--- src/i2cwo_pkg.sv ---
// Shared types, operation codes and pin write tables for the write-only I2C pin sequencer.
`default_nettype none
package i2cwo_pkg;

	typedef enum logic [1:0] {
		OP_START_COMMAND = 2'd0,
		OP_START_DATA    = 2'd1,
		OP_DATA_BYTE     = 2'd2,
		OP_STOP          = 2'd3
	} op_t;

	localparam logic [7:0] CTRL_COMMAND = 8'h00;
	localparam logic [7:0] CTRL_DATA    = 8'h40;

	// One write to a single pin: either its output level or its drive enable.
	typedef struct packed {
		logic is_drive;
		logic pin_sda;
		logic value;
	} pin_wr_t;

	// Pin state as seen on the bus: levels and drive enables of both lines.
	typedef struct packed {
		logic sda_drive;
		logic scl_drive;
		logic sda_level;
		logic scl_level;
	} pin_state_t;

	// Start condition: take both pins, raise SCL and SDA, then pull SDA and SCL low.
	function automatic pin_wr_t start_write(input logic [2:0] step);
		pin_wr_t w;
		unique case (step)
			3'd0:    w = '{is_drive: 1'b1, pin_sda: 1'b1, value: 1'b1};
			3'd1:    w = '{is_drive: 1'b1, pin_sda: 1'b0, value: 1'b1};
			3'd2:    w = '{is_drive: 1'b0, pin_sda: 1'b0, value: 1'b1};
			3'd3:    w = '{is_drive: 1'b0, pin_sda: 1'b1, value: 1'b1};
			3'd4:    w = '{is_drive: 1'b0, pin_sda: 1'b1, value: 1'b0};
			default: w = '{is_drive: 1'b0, pin_sda: 1'b0, value: 1'b0};
		endcase
		return w;
	endfunction

	// Stop condition: both low, SCL then SDA high, then release SDA and SCL.
	function automatic pin_wr_t stop_write(input logic [2:0] step);
		pin_wr_t w;
		unique case (step)
			3'd0:    w = '{is_drive: 1'b0, pin_sda: 1'b0, value: 1'b0};
			3'd1:    w = '{is_drive: 1'b0, pin_sda: 1'b1, value: 1'b0};
			3'd2:    w = '{is_drive: 1'b0, pin_sda: 1'b0, value: 1'b1};
			3'd3:    w = '{is_drive: 1'b0, pin_sda: 1'b1, value: 1'b1};
			3'd4:    w = '{is_drive: 1'b1, pin_sda: 1'b1, value: 1'b0};
			default: w = '{is_drive: 1'b1, pin_sda: 1'b0, value: 1'b0};
		endcase
		return w;
	endfunction

endpackage
`default_nettype wire

--- src/i2cwo_pins.sv ---
// Pin write unit: applies one pin write per wr_en cycle to line levels and drive enables.
`default_nettype none
module i2cwo_pins (
	input  wire logic                 clk,
	input  wire logic                 arst_n,
	input  wire logic                 wr_en,
	input  wire i2cwo_pkg::pin_wr_t   wr,
	output i2cwo_pkg::pin_state_t     state
);
	import i2cwo_pkg::*;

	pin_state_t state_q;

	always_ff @(posedge clk or negedge arst_n) begin
		if (!arst_n) begin
			state_q <= '0;
		end else if (wr_en) begin
			unique case ({wr.is_drive, wr.pin_sda})
				2'b00:   state_q.scl_level <= wr.value;
				2'b01:   state_q.sda_level <= wr.value;
				2'b10:   state_q.scl_drive <= wr.value;
				default: state_q.sda_drive <= wr.value;
			endcase
		end
	end

	assign state = state_q;

endmodule
`default_nettype wire

--- src/i2cwo_seq.sv ---
// Operation sequencer: walks start, byte and stop phases and issues one pin write per step.
`default_nettype none
module i2cwo_seq (
	input  wire logic               clk,
	input  wire logic               arst_n,
	input  wire logic               load,
	input  wire i2cwo_pkg::op_t     op,
	input  wire logic [7:0]         payload,
	input  wire logic [7:0]         addr,
	input  wire logic               advance,
	output logic                    busy,
	output i2cwo_pkg::pin_wr_t      wr,
	output logic                    wr_last
);
	import i2cwo_pkg::*;

	typedef enum logic [1:0] {
		PH_IDLE,
		PH_START,
		PH_BYTE,
		PH_STOP
	} phase_t;

	phase_t      phase_q;
	logic [2:0]  step_q;
	logic [2:0]  bit_q;
	logic [1:0]  sub_q;
	logic        ack_q;
	logic        more_q;
	logic [7:0]  shift_q;
	logic [7:0]  ctrl_q;

	assign busy = (phase_q != PH_IDLE);

	always_comb begin
		wr      = '{is_drive: 1'b0, pin_sda: 1'b0, value: 1'b0};
		wr_last = 1'b0;
		unique case (phase_q)
			PH_START: wr = start_write(step_q);
			PH_STOP: begin
				wr      = stop_write(step_q);
				wr_last = (step_q == 3'd5);
			end
			PH_BYTE: begin
				unique case (sub_q)
					2'd0:    wr = '{is_drive: 1'b0, pin_sda: 1'b1, value: ack_q | shift_q[7]};
					2'd1:    wr = '{is_drive: 1'b0, pin_sda: 1'b0, value: 1'b1};
					default: wr = '{is_drive: 1'b0, pin_sda: 1'b0, value: 1'b0};
				endcase
				wr_last = ack_q && (sub_q == 2'd2) && !more_q;
			end
			default: ;
		endcase
	end

	always_ff @(posedge clk or negedge arst_n) begin
		if (!arst_n) begin
			phase_q <= PH_IDLE;
			step_q  <= '0;
			bit_q   <= '0;
			sub_q   <= '0;
			ack_q   <= 1'b0;
			more_q  <= 1'b0;
			shift_q <= '0;
			ctrl_q  <= '0;
		end else if (load) begin
			step_q <= '0;
			bit_q  <= '0;
			sub_q  <= '0;
			ack_q  <= 1'b0;
			ctrl_q <= (op == OP_START_DATA) ? CTRL_DATA : CTRL_COMMAND;
			unique case (op)
				OP_START_COMMAND, OP_START_DATA: begin
					phase_q <= PH_START;
					shift_q <= addr;
					more_q  <= 1'b1;
				end
				OP_DATA_BYTE: begin
					phase_q <= PH_BYTE;
					shift_q <= payload;
					more_q  <= 1'b0;
				end
				default: begin
					phase_q <= PH_STOP;
					more_q  <= 1'b0;
				end
			endcase
		end else if (advance) begin
			unique case (phase_q)
				PH_START: begin
					if (step_q == 3'd5) begin
						phase_q <= PH_BYTE;
						step_q  <= '0;
					end else begin
						step_q <= step_q + 3'd1;
					end
				end
				PH_STOP: begin
					if (step_q == 3'd5) begin
						phase_q <= PH_IDLE;
						step_q  <= '0;
					end else begin
						step_q <= step_q + 3'd1;
					end
				end
				PH_BYTE: begin
					if (sub_q == 2'd2) begin
						sub_q <= '0;
						if (ack_q) begin
							ack_q <= 1'b0;
							bit_q <= '0;
							if (more_q) begin
								shift_q <= ctrl_q;
								more_q  <= 1'b0;
							end else begin
								phase_q <= PH_IDLE;
							end
						end else begin
							shift_q <= {shift_q[6:0], 1'b0};
							bit_q   <= bit_q + 3'd1;
							if (bit_q == 3'd7) begin
								ack_q <= 1'b1;
							end
						end
					end else begin
						sub_q <= sub_q + 2'd1;
					end
				end
				default: ;
			endcase
		end
	end

endmodule
`default_nettype wire

--- src/i2c_write_only_pin_sequencer_core.sv ---
// Top level of the write-only I2C master that sequences raw pin writes.
// Each input beat is one bus operation: a start with the slave address and a command
// control byte, a start with the address and a data control byte, one data byte, or a
// stop. The block never samples an acknowledge. Every single write to a pin level or a
// pin direction comes out as one output beat that carries both line levels and both
// drive enables as they stand after that write, with tlast on the final beat of the
// operation. A start operation yields 60 beats, a data byte 27 and a stop 6; the
// sequencer issues at most one pin write per clock, so beats come out one per clock
// while the output side does not stall. While an operation is being sequenced,
// s_axis_tready is low; the next operation may be accepted while the last beat of the
// previous one still waits in the output register. The user writes the slave address
// byte through cfg_we and cfg_wdata only while idle; the block does not enforce this.
`default_nettype none
module i2c_write_only_pin_sequencer_core (
	input  wire logic       clk,
	input  wire logic       arst_n,
	// Configuration: slave address byte, write bit included.
	input  wire logic       cfg_we,
	input  wire logic [7:0] cfg_wdata,
	// Operation input.
	input  wire logic       s_axis_tvalid,
	output logic            s_axis_tready,
	input  wire logic [7:0] s_axis_tdata,  // [7:0] payload
	input  wire logic [1:0] s_axis_tuser,  // [1:0] op
	// Pin write results.
	output logic            m_axis_tvalid,
	input  wire logic       m_axis_tready,
	output logic [7:0]      m_axis_tdata,  // [0] scl_level, [1] sda_level, [2] scl_drive,
	                                       // [3] sda_drive, [7:4] zero
	output logic            m_axis_tlast
);
	import i2cwo_pkg::*;

	logic [7:0]  addr_q;
	logic        out_valid_q;
	logic        out_last_q;
	logic        load;
	logic        advance;
	logic        busy;
	logic        wr_last;
	pin_wr_t     wr;
	pin_state_t  pins;

	always_ff @(posedge clk or negedge arst_n) begin
		if (!arst_n) begin
			addr_q <= 8'h78;
		end else if (cfg_we) begin
			addr_q <= cfg_wdata;
		end
	end

	assign s_axis_tready = !busy;
	assign load          = s_axis_tvalid && s_axis_tready;

	// A pin write goes out whenever the output register is empty or being emptied.
	assign advance = busy && (!out_valid_q || m_axis_tready);

	i2cwo_seq u_seq (
		.clk     (clk),
		.arst_n  (arst_n),
		.load    (load),
		.op      (op_t'(s_axis_tuser)),
		.payload (s_axis_tdata),
		.addr    (addr_q),
		.advance (advance),
		.busy    (busy),
		.wr      (wr),
		.wr_last (wr_last)
	);

	// The pin state registers double as the output data register.
	i2cwo_pins u_pins (
		.clk    (clk),
		.arst_n (arst_n),
		.wr_en  (advance),
		.wr     (wr),
		.state  (pins)
	);

	always_ff @(posedge clk or negedge arst_n) begin
		if (!arst_n) begin
			out_valid_q <= 1'b0;
			out_last_q  <= 1'b0;
		end else if (advance) begin
			out_valid_q <= 1'b1;
			out_last_q  <= wr_last;
		end else if (m_axis_tready) begin
			out_valid_q <= 1'b0;
		end
	end

	assign m_axis_tvalid = out_valid_q;
	assign m_axis_tlast  = out_last_q;
	assign m_axis_tdata  = {4'b0000, pins};

endmodule
`default_nettype wire
--- config.mk ---
export PLATFORM = sky130hd
export DESIGN_NAME = i2c_write_only_pin_sequencer_core
export DESIGN_NICKNAME = d
export VERILOG_FILES = /design/src/i2cwo_pkg.sv /design/src/i2cwo_pins.sv /design/src/i2cwo_seq.sv /design/src/i2c_write_only_pin_sequencer_core.sv
export SDC_FILE = /design/constraint.sdc
export NUM_CORES = 1
export LEC_CHECK = 0
export BUFFER_PORTS_ARGS = -buffer_cell sky130_fd_sc_hd__clkbuf_2
export CAP_MARGIN = 20
export CORE_MARGIN = 3
export CORE_UTILIZATION = 26
export DETAILED_ROUTE_END_ITERATION = 10
export PLACE_DENSITY_LB_ADDON = 0.12
export RECOVER_POWER = 50
export SLEW_MARGIN = 25
export SYNTH_ARGS = -nofsm -noshare
export SYNTH_HDL_FRONTEND = slang
export SYNTH_SLANG_ARGS = --single-unit
--- constraint.sdc ---
create_clock -name clk -period 2.02 [get_ports clk]
set_clock_uncertainty 0.15 [all_clocks]
set_input_delay 0.404 -clock clk [delete_from_list [all_inputs] [get_ports clk]]
set_output_delay 0.404 -clock clk [all_outputs]
set_load 0.02 [all_outputs]
**Word-level counts from Yosys, hierarchy flattened**

Index checks and enable logic that the tools add are counted.

- Reductions and logical operators: 33
- Add/subtract/negate cells: 3
- Bitwise logic cells: 2
- Eq/ne operators: 22
- Muxes and demuxes: 49

Operator list:

| kind | count |
|---|---|
| $mux W8 | 6 |
| $pmux W3 S5 | 2 |
| $mux W3 | 9 |
| $mux W2 | 11 |
| $pmux W8 S2 | 1 |
| $mux W1 | 14 |
| $reduce_bool A2 Y1 | 7 |
| $ne A3 B2 Y1 const B | 4 |
| $reduce_and A2 Y1 | 6 |
| $eq A2 B2 Y1 const B | 5 |
| $eq A3 B3 Y1 const B | 3 |
| $pmux W3 S3 | 1 |
| $eq A2 B1 Y1 const B | 4 |
| $pmux W2 S2 | 2 |
| $mux W7 | 1 |
| $reduce_and A7 Y1 | 1 |
| $add A3 B1 Y3 const B | 2 |
| $eq A3 B2 Y1 const B | 2 |
| $logic_not A2 Y1 | 3 |
| $ne A3 B3 Y1 const B | 2 |
| $pmux W2 S3 | 1 |
| $reduce_and A5 Y1 | 1 |
| $logic_and A1 B1 Y1 | 4 |
| $reduce_and A4 Y1 | 1 |
| other kinds (13) | 16 |

- Bits of input ports: 23
- Bits in registers: 42

**Logic depth before layout (Yosys ltp)**

Gate-level depths: netlist of the first run.

- Word-level depth: 7
- Mapped depth: 7
- Mapped depth without buffers: 6

**Cells and area by module**

Synthesis of the first run repeated with hierarchy kept, for this count alone.

- Cell total of the unflattened synthesis: 190
- Area, all modules: 2006.9 um2

By module, submodules not included:

| module | sequential area each (um2) | instances | cells an instance | area an instance (um2) |
|---|---|---|---|---|
| i2cwo_seq | 525.5 | 1 | 148 | 1393.8 |
| i2c_write_only_pin_sequencer_core | 255.2 | 1 | 30 | 435.4 |
| i2cwo_pins | 100.1 | 1 | 12 | 177.7 |

**Worst setup path after synthesis of the first run**

No wires, ideal clock.

- Path kind: register to register
- From: register u_seq.phase_q[1]
- To: register u_seq.shift_q[1]
- Library setup time: 125 ps
- Setup slack: 190 ps
- Buffers on the path: 2
- Data arrival time: 1555 ps
- Clock period less this slack: 1830 ps
- Stages on the path, launching flop included: 8
- Path through: dfrtp_1 -> buf_4 -> nor2_2 -> nand2_1 -> a21oi_1 -> a21o_1 -> buf_2 -> mux2_2

- Cells in the longest elaborated chain, start to end: 5
- Elaborated cells on any way between the ends: 12
- Those cells by class: 3 x eq/ne; 1 x mux; 8 x reduce/logical

Ends and longest elaborated chain:

| element | RTL line | RTL |
|---|---|---|
| from (decl) | i2cwo_seq.sv:24 | `phase_t phase_q;` |
| from (signal assigned) | i2cwo_seq.sv:58 | `phase_q <= PH_IDLE;` |
| from (signal assigned) | i2cwo_seq.sv:74 | `phase_q <= PH_START;` |
| from (signal assigned) | i2cwo_seq.sv:79 | `phase_q <= PH_BYTE;` |
| $reduce_bool A2 Y1 (*) | i2cwo_seq.sv:33 | `assign busy = (phase_q != PH_IDLE);` |
| $logic_not A1 Y1 (*) | i2c_write_only_pin_sequencer_core.sv:52 | `assign s_axis_tready = !busy;` |
| named net s_axis_tready | i2c_write_only_pin_sequencer_core.sv:22 | `output logic s_axis_tready,` |
| $logic_and A1 B1 Y1 (*) | i2c_write_only_pin_sequencer_core.sv:53 | `assign load = s_axis_tvalid && s_axis_tready;` |
| $ne A3 B1 Y1 (no line), or another cell as far along | - |  |
| $reduce_and A5 Y1 (no line) | - |  |
| to (signal assigned) | i2cwo_seq.sv:80 | `shift_q <= payload;` |
| to (signal assigned) | i2cwo_seq.sv:113 | `shift_q <= ctrl_q;` |
| to (signal assigned) | i2cwo_seq.sv:119 | `shift_q <= {shift_q[6:0], 1'b0};` |
| to (decl) | i2cwo_seq.sv:30 | `logic [7:0] shift_q;` |

Mark *: on every way through the listed nets, which the timed path passes. The rest lies on a longest branch.
A chain may end at the register's enable or synchronous reset.

**Worst setup path in the final report of the first run**

- From: register u_seq.step_q[1]
- To: register u_pins.state_q (netlist bit u_pins.state[3])

- Cells in the longest elaborated chain, start to end: 7
- Elaborated cells on any way between the ends: 14
- Those cells by class: 6 x eq/ne; 3 x mux; 1 x bitwise; 4 x reduce/logical

Ends and longest elaborated chain:

| element | RTL line | RTL |
|---|---|---|
| from (decl) | i2cwo_seq.sv:25 | `logic [2:0] step_q;` |
| from (signal assigned) | i2cwo_seq.sv:95 | `step_q <= step_q + 3'd1;` |
| from (signal assigned) | i2cwo_seq.sv:103 | `step_q <= step_q + 3'd1;` |
| $eq A3 B3 Y1, or another cell as far along | i2cwo_pkg.sv:33, i2cwo_pkg.sv:47 |  |
| $pmux W3 S5, on equally long branches | i2cwo_pkg.sv:47, i2cwo_pkg.sv:33 |  |
| $pmux W3 S3 (*) | i2cwo_seq.sv:38 | `unique case (phase_q)` |
| $eq A2 B1 Y1, or another cell as far along | i2cwo_pins.sv:18 | `unique case ({wr.is_drive, wr.pin_sda})` |
| $reduce_or A3 Y1 (no line) | - |  |
| $not A1 Y1 (no line) | - |  |
| $reduce_and A2 Y1 (no line) | - |  |
| to (decl) | i2cwo_pins.sv:12 | `pin_state_t state_q;` |

Mark *: on every way between the ends. The rest lies on a longest branch, timed or not.

==> results of run 1 <==
[flip-flops by register name, indices dropped and copies added, names as in the netlist]
signal	count
addr_q	8
u_seq.shift_q	8
u_pins.state	4
u_seq.bit_q	3
u_seq.step_q	3
u_seq.phase_q	2
u_seq.sub_q	2
m_axis_tlast	1
m_axis_tvalid	1
u_seq.ack_q	1
u_seq.ctrl_q	1
u_seq.more_q	1
[cell type report]
| type | instances | share of cell area, % |
|---|---|---|
| inverter | 5 | 0.813 |
| clock inverter | 2 | 1.68 |
| clock buffer | 6 | 3.58 |
| timing repair buffer | 42 | 10.4 |
| multi-input combinational | 136 | 40.2 |
| sequential | 35 | 38.2 |
| tap | 96 | 5.20 |
[cell usage in the layout, fill, tap and decap left out, types with 2 or more instances in the layout]
master    instances
nand3b_1          9
o22ai_1           3
clkbuf_8          6
nand2b_1          2
nand3_1           2
nor3_1            8
dfrtp_1          31
or3_1             3
a21o_1            2
conb_1            4
nor2b_1           4
nor2_1            9
mux2_2           15
a21oi_1          16
buf_4            12
mux2_1            5
nand2_1          15
dfstp_2           4
o21ai_0          12
inv_1             4
ha_1              3
nor2_2            2
clkbuf_2         29
mux2i_1           7
[critical path, cell delays in order, from the launching register on]
cell     delay, ns
dfrtp_1       0.48
or2_2         0.33
o32ai_1       0.11
a21oi_1       0.15
nor3_1        0.22
mux2_2        0.35
[worst max-delay path by stage]
stage                      from               end
2_1_floorplan  u_seq.phase_q[1]  u_seq.shift_q[1]
3_3_place_gp    u_seq.step_q[1]   u_pins.state[3]
3_5_place_dp    u_seq.step_q[1]   u_pins.state[3]
4_1_cts         u_seq.step_q[1]   u_pins.state[3]
5_1_grt         u_seq.step_q[1]   u_pins.state[3]
6_report        u_seq.step_q[1]   u_pins.state[3]
[power by group through the flow]
stage / registers [mW] / logic, mW / clock network, mW
final: 1.12 / 1.09 / 0.687
after global placement: 1.14 / 1.12 / 0
after detailed placement: 1.14 / 1.11 / 0
after global routing: 1.16 / 1.24 / 0.747
after floorplan: 1.10 / 0.841 / 0
after CTS: 1.12 / 1.11 / 0.722
[kinds of logic after synthesis]
logic type | count (synthesis)
flip-flops | 35
buffers and inverters | 20
AO/OA/AOI/OAI | 39
other | 1
AND/OR/NAND/NOR | 63
adder cells (fa/ha/maj) | 3
multiplexers | 27
[metal layers]
layer  track usage (%)  routed length [um]
met5                 0                   0
met4              3.34                  19
met3              2.79                 199
met2              16.7                1860
met1              14.7                2120
[stage by stage]
stage	instance area [um2]	std cells	setup slack [ns]	util, %
6_report	2310	322	0.131	33.2
5_1_grt	2310	322	0.0232	33.2
4_1_cts	2310	322	0.106	33.3
3_5_place_dp	2190	314	0.116	31.5
3_3_place_gp	2190	314	0.152	31.5
2_1_floorplan	1920	191	0.190	-
==> impl_metrics.tcl, run 1 <==
set metrics [dict create \
    wl_per_cell_um 13.0 \
    nets 251 \
    drc_errors 0 \
    period_share_pct 93.5 \
    synth_top_cell_area_share_pct 40.6 \
    whs_ns 0.174 \
    seq_area_um2 881 \
    path_max_fanout 11 \
    swShare_pct 36.2 \
    portBuffers 29 \
    synthAdderAreaFrac_pct 1.97 \
    layout_min_cycle_time_ns 1.89 \
    hold_viol 0 \
    dp_hpwl_um 3090 \
    switchingPower_mw 1.05 \
    slew-limit-headroom_pct 38.3 \
    rsz0062_at_grt "no" \
    ys.flop_type "dfrtp_1" \
    ant_nets 0 \
    design.core.area_mm2 0.00694 \
    power.leakage_nw 1.05 \
    vias 1420 \
    ys_seq_area_share_pct 46.1 \
    finalPower_mw 2.90 \
    postSynthCellCount 188 \
    clockRootBuffer "clkbuf_8" \
    antenna_found_initial 0 \
    yosysMostFrequentCell "dfrtp_1" \
    muxShareOfSynthArea_pct 15.5 \
    fmax_mhz 529 \
    worstPathArrival_ns 1.91 \
    ctsResizeCount 0 \
    clk_path_buf_depth 2 \
    rows 30 \
    drive_gt1_share_pct 34.1 \
    syn_area_mm2 0.00191 \
    synth_top_family_by_area "simple AND/OR/NAND/NOR gates" \
    cts_hold_buf 0 \
    htreeDepth 2 \
    p_int_mw 1.85 \
    overflow 0 \
    yosysTopAreaCell "dfrtp_1" \
    async_flop_share_pct 100 \
    cts_sinks 35 \
    hold_class "in -> async" \
    area_growth_pct 20.9 \
    ioPinCount 34 \
    track_usage_pct 10.8 \
    yosys-top-cells-count "dfrtp_1, a21oi_1, mux2_2, nand2_1, o21ai_0" \
    synth_compound_area_share_pct 11.7 \
    multi_input_area_um2 928 \
    start_kind "register" \
    dr.pass1.iters 4 \
    ys_types 40 \
    post_cts_buffers 0 \
    maxCapViolCount 0 \
    power.share.combinational_pct 37.6 \
    p_clk_share_pct 23.7 \
    num_antenna_cells 0 \
    start_util_pct 27.5 \
    tightest_slew_ns 0.925 \
    fillerInstances 763 \
    reg2reg_to "u_pins.state[3]" \
    end_kind "register" \
    slew_viol_final 0 \
    drt-total-wl_um 4190 \
    power_density_mw_per_mm2 1260 \
    die_area_mm2 0.00841 \
    clkTransAtPathRegs_ns 0.08 \
    grt_pass1_vias 1456 \
    dieWidth_um 91.7 \
    grt_max_degree 36 \
    ys_ff_latch 35 \
    ff2ff_setup_slack_ns 0.13 \
    synth_edf_count 0 \
    dr.first_iter.drc_count 75 \
    regToRegStartpoint "u_seq.step_q[1]" \
    synthXorXnorAreaFrac_pct 0 \
    synth-warning-count 0 \
    syn_area_per_cell_um2 10.2 \
    r2r_cells 5 \
    seqPwrFrac_pct 38.7 \
    critPathKind "reg -> reg" \
    synth_area_leaders "dfrtp_1, mux2_2, dfstp_2" \
    place_congestion 0.748 \
    grt_pass1_wl_um 7250 \
    setup_viol 0 \
    die_y_um 91.7 \
    cts-buffers-inserted 5 \
    clk-insertion-delay-late_ns 0.28 \
    max-vdd-ir-drop_mv 0.357 \
    drt-vias-per-instance 4.41 \
    finalSetupTns_ns 0 \
    synth_simple_gate_area_share_pct 18.7 \
    required_ns 2.04 \
    status "completed" \
    cts_tree "built" \
]
No activity file was read; power rests on OpenSTA's default activity.
==> run 2, diff against run 1 <==
--- a/config.mk
+++ b/config.mk
@@ -5,11 +5,12 @@
 export SDC_FILE = /design/constraint.sdc
 export NUM_CORES = 1
 export LEC_CHECK = 0
-export BUFFER_PORTS_ARGS = -buffer_cell sky130_fd_sc_hd__clkbuf_2
 export CAP_MARGIN = 20
+export CORE_ASPECT_RATIO = 0.9
 export CORE_MARGIN = 3
 export CORE_UTILIZATION = 26
 export DETAILED_ROUTE_END_ITERATION = 10
+export DONT_BUFFER_PORTS = 1
 export PLACE_DENSITY_LB_ADDON = 0.12
 export RECOVER_POWER = 50
 export SLEW_MARGIN = 25
==> run 2 against run 1 <==
Design area down 7.8%. Sequential power up 4%. Total power decreased by 8.0%. Critical path type unchanged.
==> impl_metrics.tcl, run 2 (synthesized netlist as in run 1, its figures left out) <==
set metrics [dict create \
    hold_class "in -> reg" \
    setup_viol 0 \
    finalSetupTns_ns 0 \
    slew_viol_final 0 \
    layout_min_cycle_time_ns 1.84 \
    ff2ff_setup_slack_ns 0.18 \
    area_growth_pct 11.5 \
    path_max_fanout 11 \
    design.core.area_mm2 0.00683 \
    power.leakage_nw 0.915 \
    clockRootBuffer "clkbuf_8" \
    cpPeakStageDelay_ns 0.51 \
    clk-insertion-delay-late_ns 0.29 \
    dr.pass1.iters 4 \
    drt-vias-per-instance 4.77 \
    grt_max_degree 36 \
    reg2reg_to "u_pins.state[1]" \
    ant_nets 0 \
    place_congestion 0.776 \
    slew-limit-headroom_pct 39.7 \
    die_y_um 87.3 \
    overflow 0 \
    cp_slowest_cell "dfrtp_1" \
    holdPathStages 2 \
    period_share_pct 91.3 \
    ctsResizeCount 0 \
    dr.first_iter.drc_count 64 \
    required_ns 2.04 \
    wl_per_cell_um 14.9 \
    final_cell_mix "dfrtp_1, a21oi_1, nand2_1, mux2_2" \
    multi_input_area_um2 928 \
    layout_commonest_cell "dfrtp_1" \
    nets 223 \
    cts-buffers-inserted 5 \
    grt_pass1_vias 1458 \
    num_antenna_cells 0 \
    tightest_slew_ns 0.904 \
    placed_area_mm2 0.00203 \
    maxCapViolCount 0 \
    cts_sinks 35 \
    post_cts_buffers 0 \
    drt-total-wl_um 4280 \
    status "completed" \
    critPathKind "reg -> reg" \
    finalPower_mw 2.67 \
    seq_area_um2 881 \
    r2r_cells 6 \
    fillerInstances 721 \
    track_usage_pct 11.4 \
    drive_gt1_share_pct 23.7 \
    whs_ns 0.107 \
    clk_path_buf_depth 2 \
    worstPathArrival_ns 1.86 \
    crit_chain "inv_1 -> ha_1 -> a21oi_1 -> o22ai_1 -> a21o_1 -> mux2_2" \
    drc_errors 0 \
    hold_viol 0 \
    dp_hpwl_um 3170 \
    placedCellCount 278 \
    stdcell_count 288 \
    max-vdd-ir-drop_mv 0.316 \
    power_density_mw_per_mm2 1250 \
    rsz0062_at_grt "no" \
    rows 28 \
    clkTransAtPathRegs_ns 0.07 \
    antenna_found_initial 0 \
    portBuffers 0 \
    regToRegStartpoint "u_seq.step_q[2]" \
    htreeDepth 2 \
    cts_tree "built" \
    die_area_mm2 0.00841 \
    min_to "u_seq.ctrl_q[6]" \
    start_kind "register" \
    start_util_pct 27.9 \
    end_kind "register" \
    min_from "s_axis_tuser[0]" \
    ioPinCount 34 \
    design_area_mm2 0.00213 \
    grt_pass1_wl_um 7270 \
    dieWidth_um 96.3 \
    vias 1373 \
    fmax_mhz 542 \
]
-- run 2: cell types whose count changed in the layout (fill, tap and decap cells not counted), sizes merged --
cell / before / now
clkinv: 0 / 3
bufinv: 1 / 0
inv: 6 / 5
dlygate4sd3: 0 / 1
clkbuf: 36 / 6
-- run 2: power breakdown --
part           internal [mW]  leakage [nW]  switching (mW)
clock network          0.236        0.0477           0.259
registers              0.926         0.431           0.233
logic                  0.484         0.436           0.531
total                   1.65         0.915            1.02
-- run 2: routing by layer --
layer | track usage, % | share of wire (%)
met2 | 17.7 | 46
met4 | 3.82 | 1.1
met1 | 14.9 | 47
met3 | 3.54 | 5.6
met5 | 0 | 0
-- run 2: worst max-delay path by stage --
stage | endpoint | depth (start not counted) | start | slack [ns]
floorplan | u_seq.shift_q[1] | 7 | u_seq.phase_q[1] | 0.19
global placement | u_seq.shift_q[6] | 6 | u_seq.phase_q[1] | 0.20
detailed placement | u_pins.state[1] | 6 | u_seq.step_q[2] | 0.18
CTS | u_pins.state[1] | 6 | u_seq.step_q[2] | 0.17
global route | u_pins.state[3] | 6 | u_seq.phase_q[1] | 0.01
finish | u_pins.state[1] | 6 | u_seq.step_q[2] | 0.18
-- run 2: stage by stage --
step	setup WS, ns	util (%)
global placement	0.200	29.7
floorplan	0.190	-
detailed placement	0.177	29.7
global route	0.00979	31.2
CTS	0.175	31.4
finish	0.175	31.2
-- run 2: final cells by class --
class                   count  share of cell area, %
clock buffers               5                   3.23
clock inverters             3                  0.705
inverters                   5                  0.881
multi-input cells         136                   43.6
flip-flops and latches     35                   41.4
well taps                  90                   5.29
repair buffers             14                   4.94
-- run 2: timing repair --
| item | 4_1_cts | 5_1_grt |
|---|---|---|
| hold buffers | 2 | 0 |
| hold endpoints to repair | 35 | 0 |
| setup endpoints to repair | 0 | 0 |
-- run 2: critical path, delay by kind of cell, from the launching register on --
family,cells,cell delay (ns)
DFF,1,0.51
AOI/OAI and AO/OA,3,0.45
muxes,1,0.27
adders and majority gates,1,0.23
buffers and inverters,1,0.11
